[src/sv/prac_pkg.sv]
// Shared types, constants and helpers for the paged range access checker.
package prac_pkg;

  // Address and page map geometry
  localparam int unsigned ADDR_W       = 32;
  localparam int unsigned IDX_W        = 10;
  localparam int unsigned DIR_SHIFT    = 22;
  localparam int unsigned TBL_SHIFT    = 12;
  localparam int unsigned DIR_ENTRIES  = 1024;
  localparam int unsigned TBL_ENTRIES  = 1024;
  localparam logic [IDX_W-1:0] IDX_MASK = 10'h3ff;

  // Walk pointer counts 4KB pages, one extra bit to catch a wrap past the top
  localparam int unsigned PAGE_W       = ADDR_W + 1 - TBL_SHIFT;
  localparam int unsigned BIG_LOW_W    = DIR_SHIFT - TBL_SHIFT;

  // Entry flag positions in a raw entry word
  localparam int unsigned BIT_PRESENT  = 0;
  localparam int unsigned BIT_WRITE    = 1;
  localparam int unsigned BIT_USER     = 2;
  localparam int unsigned BIT_BIG      = 7;

  // Stored flags: {big, user, write, present} for the directory,
  // {user, write, present} for the table
  localparam int unsigned DIR_FLAG_W   = 4;
  localparam int unsigned TBL_FLAG_W   = 3;

  // Request types
  localparam logic [1:0] REQ_DIR_WR    = 2'd0;
  localparam logic [1:0] REQ_TBL_WR    = 2'd1;
  localparam logic [1:0] REQ_CHECK     = 2'd2;

  typedef enum logic [2:0] {
    CAUSE_OK  = 3'd0,
    CAUSE_NEG = 3'd1,
    CAUSE_OVF = 3'd2,
    CAUSE_DIR = 3'd3,
    CAUSE_TBL = 3'd4
  } cause_e;

  typedef struct packed {
    logic   accessible;
    cause_e cause;
  } result_t;

  // Write and read controls toward the two entry stores
  typedef struct packed {
    logic                  dir_we;
    logic                  tbl_we;
    logic [IDX_W-1:0]      waddr;
    logic [DIR_FLAG_W-1:0] wdata;
    logic [IDX_W-1:0]      dir_raddr;
    logic [IDX_W-1:0]      tbl_raddr;
  } mem_req_t;

  // Present, and user/write allowed where asked; flags are {user, write, present}
  function automatic logic entry_ok(logic [TBL_FLAG_W-1:0] flags, logic user, logic write);
    entry_ok = flags[0] && (!user || flags[2]) && (!write || flags[1]);
  endfunction

endpackage

[src/sv/prac_walk.sv]
// Sequencer for the page walk: clearing pass, entry writes and range checks.
module prac_walk (
  input  logic                                 clk_i,
  input  logic                                 rst_ni,
  input  logic                                 in_valid_i,
  output logic                                 in_stall_o,
  input  logic [1:0]                           req_type_i,
  input  logic [prac_pkg::IDX_W-1:0]           entry_index_i,
  input  logic [prac_pkg::ADDR_W-1:0]          entry_word_i,
  input  logic [prac_pkg::ADDR_W-1:0]          start_addr_i,
  input  logic signed [prac_pkg::ADDR_W-1:0]   byte_count_i,
  input  logic                                 user_access_i,
  input  logic                                 write_access_i,
  input  logic [prac_pkg::DIR_FLAG_W-1:0]      dir_rdata_i,
  input  logic [prac_pkg::TBL_FLAG_W-1:0]      tbl_rdata_i,
  output prac_pkg::mem_req_t                   mem_o,
  output logic                                 res_valid_o,
  input  logic                                 res_taken_i,
  output prac_pkg::result_t                    res_o
);

  typedef enum logic [5:0] {
    ST_CLEAR  = 6'b000001,
    ST_IDLE   = 6'b000010,
    ST_CMP    = 6'b000100,
    ST_DIR    = 6'b001000,
    ST_TBL    = 6'b010000,
    ST_FINISH = 6'b100000
  } state_e;

  state_e                         state_q, state_d;
  logic [prac_pkg::IDX_W-1:0]     clr_q, clr_d;
  logic [prac_pkg::ADDR_W:0]      addr_q, addr_d;
  logic [prac_pkg::ADDR_W-1:0]    end_q, end_d;
  logic                           user_q, user_d;
  logic                           write_q, write_d;
  prac_pkg::result_t              res_q, res_d;

  logic [prac_pkg::ADDR_W:0]      range_end;
  logic                           big_step;
  logic [prac_pkg::PAGE_W-1:0]    page_inc;
  logic [prac_pkg::ADDR_W:0]      step_addr;
  logic [prac_pkg::DIR_FLAG_W-1:0] in_flags;

  // Range end, computed once at accept
  assign range_end = {1'b0, start_addr_i} + {1'b0, byte_count_i};

  assign in_flags = {entry_word_i[prac_pkg::BIT_BIG], entry_word_i[prac_pkg::BIT_USER],
                     entry_word_i[prac_pkg::BIT_WRITE], entry_word_i[prac_pkg::BIT_PRESENT]};

  // Shared page stepper: next 4KB boundary, or next 4MB boundary for a big entry
  assign big_step = (state_q == ST_DIR);
  assign page_inc = addr_q[prac_pkg::ADDR_W:prac_pkg::TBL_SHIFT]
                  + (big_step ? prac_pkg::PAGE_W'(1) << prac_pkg::BIG_LOW_W
                              : prac_pkg::PAGE_W'(1));
  assign step_addr = {page_inc[prac_pkg::PAGE_W-1:prac_pkg::BIG_LOW_W],
                      big_step ? {prac_pkg::BIG_LOW_W{1'b0}}
                               : page_inc[prac_pkg::BIG_LOW_W-1:0],
                      {prac_pkg::TBL_SHIFT{1'b0}}};

  // Next state and datapath
  always_comb begin
    state_d = state_q;
    clr_d   = clr_q;
    addr_d  = addr_q;
    end_d   = end_q;
    user_d  = user_q;
    write_d = write_q;
    res_d   = res_q;

    mem_o           = '0;
    mem_o.dir_raddr = addr_q[prac_pkg::DIR_SHIFT +: prac_pkg::IDX_W] & prac_pkg::IDX_MASK;
    mem_o.tbl_raddr = addr_q[prac_pkg::TBL_SHIFT +: prac_pkg::IDX_W] & prac_pkg::IDX_MASK;

    case (state_q)
      ST_CLEAR: begin
        mem_o.dir_we = 1'b1;
        mem_o.tbl_we = 1'b1;
        mem_o.waddr  = clr_q;
        clr_d        = clr_q + 1'b1;
        if (clr_q == prac_pkg::IDX_MASK) begin
          state_d = ST_IDLE;
        end
      end

      ST_IDLE: begin
        if (in_valid_i) begin
          state_d = ST_FINISH;
          user_d  = user_access_i;
          write_d = write_access_i;
          case (req_type_i)
            prac_pkg::REQ_DIR_WR: begin
              mem_o.dir_we = 1'b1;
              mem_o.waddr  = entry_index_i;
              mem_o.wdata  = in_flags;
              res_d        = '{accessible: 1'b1, cause: prac_pkg::CAUSE_OK};
            end
            prac_pkg::REQ_TBL_WR: begin
              mem_o.tbl_we = 1'b1;
              mem_o.waddr  = entry_index_i;
              mem_o.wdata  = in_flags;
              res_d        = '{accessible: 1'b1, cause: prac_pkg::CAUSE_OK};
            end
            prac_pkg::REQ_CHECK: begin
              if (byte_count_i[prac_pkg::ADDR_W-1]) begin
                res_d = '{accessible: 1'b0, cause: prac_pkg::CAUSE_NEG};
              end else if (range_end[prac_pkg::ADDR_W]) begin
                res_d = '{accessible: 1'b0, cause: prac_pkg::CAUSE_OVF};
              end else begin
                addr_d  = {1'b0, start_addr_i};
                end_d   = range_end[prac_pkg::ADDR_W-1:0];
                state_d = ST_CMP;
              end
            end
            default: begin
              res_d = '{accessible: 1'b0, cause: prac_pkg::CAUSE_OK};
            end
          endcase
        end
      end

      // Range done? Otherwise the directory read is issued this cycle
      ST_CMP: begin
        if (addr_q >= {1'b0, end_q}) begin
          res_d   = '{accessible: 1'b1, cause: prac_pkg::CAUSE_OK};
          state_d = ST_FINISH;
        end else begin
          state_d = ST_DIR;
        end
      end

      // Directory entry check; table read issued this cycle for a 4KB entry
      ST_DIR: begin
        if (!prac_pkg::entry_ok(dir_rdata_i[prac_pkg::TBL_FLAG_W-1:0], user_q, write_q)) begin
          res_d   = '{accessible: 1'b0, cause: prac_pkg::CAUSE_DIR};
          state_d = ST_FINISH;
        end else if (dir_rdata_i[prac_pkg::DIR_FLAG_W-1]) begin
          addr_d  = step_addr;
          state_d = ST_CMP;
        end else begin
          state_d = ST_TBL;
        end
      end

      ST_TBL: begin
        if (!prac_pkg::entry_ok(tbl_rdata_i, user_q, write_q)) begin
          res_d   = '{accessible: 1'b0, cause: prac_pkg::CAUSE_TBL};
          state_d = ST_FINISH;
        end else begin
          addr_d  = step_addr;
          state_d = ST_CMP;
        end
      end

      ST_FINISH: begin
        if (res_taken_i) begin
          state_d = ST_IDLE;
        end
      end

      default: begin
        state_d = ST_IDLE;
      end
    endcase
  end

  // Control state
  always_ff @(posedge clk_i or negedge rst_ni) begin
    if (!rst_ni) begin
      state_q <= ST_CLEAR;
      clr_q   <= '0;
    end else begin
      state_q <= state_d;
      clr_q   <= clr_d;
    end
  end

  // Walk payload
  always_ff @(posedge clk_i) begin
    addr_q  <= addr_d;
    end_q   <= end_d;
    user_q  <= user_d;
    write_q <= write_d;
    res_q   <= res_d;
  end

  assign in_stall_o  = (state_q != ST_IDLE);
  assign res_valid_o = (state_q == ST_FINISH);
  assign res_o       = res_q;

endmodule

[config.mk]
export PLATFORM = sky130hd
export DESIGN_NAME = prac_walk
export DESIGN_NICKNAME = d
export VERILOG_FILES = /design/src/sv/prac_pkg.sv /design/src/sv/prac_walk.sv
export SDC_FILE = /design/constraint.sdc
export NUM_CORES = 1
export LEC_CHECK = 0
export BUFFER_PORTS_ARGS = -buffer_cell sky130_fd_sc_hd__buf_2
export CAP_MARGIN = 10
export CORE_UTILIZATION = 58
export DETAILED_ROUTE_END_ITERATION = 8
export PLACE_DENSITY = 0.95
export SYNTH_ARGS = -nofsm -noshare
export SYNTH_HDL_FRONTEND = slang
export SYNTH_SLANG_ARGS = --single-unit
[constraint.sdc]
create_clock -name clk_i -period 7.7 [get_ports clk_i]
set_input_delay 0 -clock clk_i [delete_from_list [all_inputs] [get_ports clk_i]]
set_output_delay 0 -clock clk_i [all_outputs]
set_load 0.01 [all_outputs]
==> metrics <==
status finished, final reports clean; R2R Path Start state_q[1]; Pwr Total 1240 µW; Seq pwr share 0.450; Critical Path AT 4090 ps; Main synth FF type edfxtp_1; minimum clock period 4020 ps; Residual DRC 0; CP max stage cell a2111oi_4; Die Wd 106 µm; number of buffers created by CTS 9; initial antenna violation count 0; maximum VDD drop 0.0858 mV; post-synth net total 828; final WL 16700 µm; mean routed wirelength per cell 17.8 µm; initial DRC count 342; min-delay src byte_count_i[1]; fin nets 984; Peak Freq 249 MHz; CP Launch Type input pin; RSZ-0062 raised after global routing no; Root Driver clkbuf_8; Final Setup Violations 0; layout cells sized above 1 0.216; Yosys warnings 0; Setup CP Type input pin to flip-flop; worst path cell trace dlygate4sd3_1 -> buf_2 -> ha_1 -> fa_1 -> a211oi_1 -> o21bai_1 -> a211oi_2 -> o21ba_2 -> nor3_1 -> o21ai_1 -> nand2b_1 -> a2111oi_4 -> buf_8 -> buf_4; core area 0.0104 mm²; number of flops mapped to enable cells by yosys 71; Synth area leader edfxtp_1; synth top area cells edfxtp_1 34%, ha_1 13%, dfrtp_1 6.0%, xnor2_1 4.3%, nand2_1 3.3%; FILL cells 721; Internal Pwr Total 874 µW; syn_area_per_cell 9.87 µm²; Layout area overhead 20.7%; Leak 0.00353 µW; first-pass GRT wire length 26600 µm; post-synthesis register bit count 87; dpl cell area 0.00700 mm²; power share of the combinational group 0.262; DPL Wire Length 12000 µm; pwr/cell area 163 mW/mm²; Die Area 0.0113 mm²; Net Sw Power 370 µW; Final Hold Viols 0; drt pass-1 iters 8; die height 106 µm; CTS HTree Levels 3; switching share of power 0.297; GRT Util Overall 0.304; starting density of the core 0.605; Yosys top cell area share 0.338; crit path max fanout 18; Setup TNS Final 0 ps; MaxCap Viol Count 0; clock latency on the worst-skew pair 390 ps; worst hold path class input pin to flip-flop; CTS tree yes; Post-synth ARST share 0.184; Clock Path Buffers 2; library cells used by synthesis 66; most common cell after layout, fill and taps aside buf_2; clock network fraction of design power 0.287; Final Skew 12.5 ps; post-route cell area 0.00761 mm²; Num Clock Sinks 87; most frequent cells in the layout 134 x buf_2, 71 x edfxtp_1, 67 x ha_1, 56 x nand2_1, 52 x inv_1; quantity of I/O buffers inserted on ports 134; post-synthesis cell area 0.00630 mm²; period utilisation layout 0.522; Top delay family on crit path compound AO/OA/AOI/OAI gates; Critical Path RT 7770 ps; crit-path max cell delay 720 ps; Buf/Inv on CP 4; routed vias 5623; Slew Limit Fails 0; CP endpoint kind flip-flop; Cells after Synth 639; # diodes 0; Cell Rows 37; vias in the first global route 5678; Slew @ Worst Pin 1090 ps; sequential area share after synthesis 0.402; RD Place Congestion 0.893; drt via density 6.01; antenna viol nets, final 0; slew margin rel. 0.272; largest net degree at the start of global routing 33; Clock Pin Slew Worst Setup and Hold Paths 80 ps; I/O pin total 163; crit path from start_addr_i[0]; global route overflow 0
final cells by class:
cell class / count / area [µm²] / area share
clock inverters: 2 / 12.5 / 0.00164
inverters: 53 / 199 / 0.0261
well taps: 136 / 170 / 0.0224
clock buffers: 14 / 216 / 0.0284
repair buffers: 175 / 1080 / 0.142
multi-input cells: 469 / 3400 / 0.447
flip-flops and latches: 87 / 2530 / 0.333
metal layers:
| layer | part of all wire | vias to the layer above | GRT usage |
|---|---|---|---|
| met2 | 0.50 | 297 | 0.538 |
| met3 | 0.066 | 76 | 0.0632 |
| met4 | 0.040 | 0 | 0.148 |
| met5 | 0 | - | 0 |
| met1 | 0.39 | 2625 | 0.349 |
| li1 | - | 2625 | - |
kinds of logic after synthesis:
group,share of synthesized area
compound gates,0.176
xor+xnor,0.0764
fa+ha+maj,0.136
buf+inv,0.0615
flops,0.402
mux,0.00337
simple gates,0.144
worst reg2reg max path, delay by kind of cell (launching register included):
family	cells	cell delay [ps]
AND/OR/NAND/NOR	3	980
AO/OA/AOI/OAI	2	680
buffers and inverters	3	1050
flip-flops	1	440
path summary, 6_finish.rpt:
path                       slack [ps]  depth (start not counted)         end
max                              3680                         14  addr_q[25]
min                                10                          2    end_q[1]
max reg2reg                      4240                          8  addr_q[25]
min reg2reg                       510                          1    clr_q[7]
max in group asynchronous        7350                          2  state_q[0]
min in group asynchronous          50                          2  state_q[1]
flip-flops by register name (all words and copies together) (netlist names):
name / count
end_q: 32
write_q: 1
addr_q: 33
user_q: 1
state_q: 6
res_o: 4
clr_q: 10
what timing repair did:
item / in CTS / in global routing
setup buffers: 0 / 0
hold buffers: 37 / 0
endpoints found under the hold margin: 53 / 0
gates resized for setup: 0 / 0
power by group through the flow:
stage          Sequential [µW]  Combinational, µW  Clock [µW]
2_1_floorplan              569                199           0
3_3_place_gp               568                284           0
3_5_place_dp               570                299           0
4_1_cts                    559                316         357
5_1_grt                    562                355         376
6_report                   560                326         357
metrics by stage:
stage / instances / hold slack, ps / setup slack (ps) / utilization
6_report: 936 / 9.80 / 3680 / 0.731
5_1_grt: 936 / 4.59 / 3540 / 0.731
4_1_cts: 935 / 0.748 / 3370 / 0.729
3_5_place_dp: 882 / -69.1 / 3550 / 0.672
3_3_place_gp: 882 / -81.2 / 3690 / 0.672
2_1_floorplan: 639 / -296 / 3360 / -
cells in the mapped netlist, types with 3 or more instances:
cell type   n
edfxtp_1   71
ha_1       67
nand2_1    56
inv_1      52
a21oi_1    41
o21ai_0    35
xnor2_1    31
nor2_1     28
a21o_1     25
xor2_1     24
buf_4      20
nand3_1    20
and3_1     19
dfrtp_1    15
a22o_1     11
nand4_1    10
and2_1      8
clkbuf_1    8
nor3_1      8
nor2b_1     7
o21bai_1    7
nand4b_1    4
o211ai_1    4
o21a_1      4
a211oi_1    3
nor3b_1     3
nor4_1      3
o21ai_1     3
or2_2       3
(Power assumes the default switching activity.)
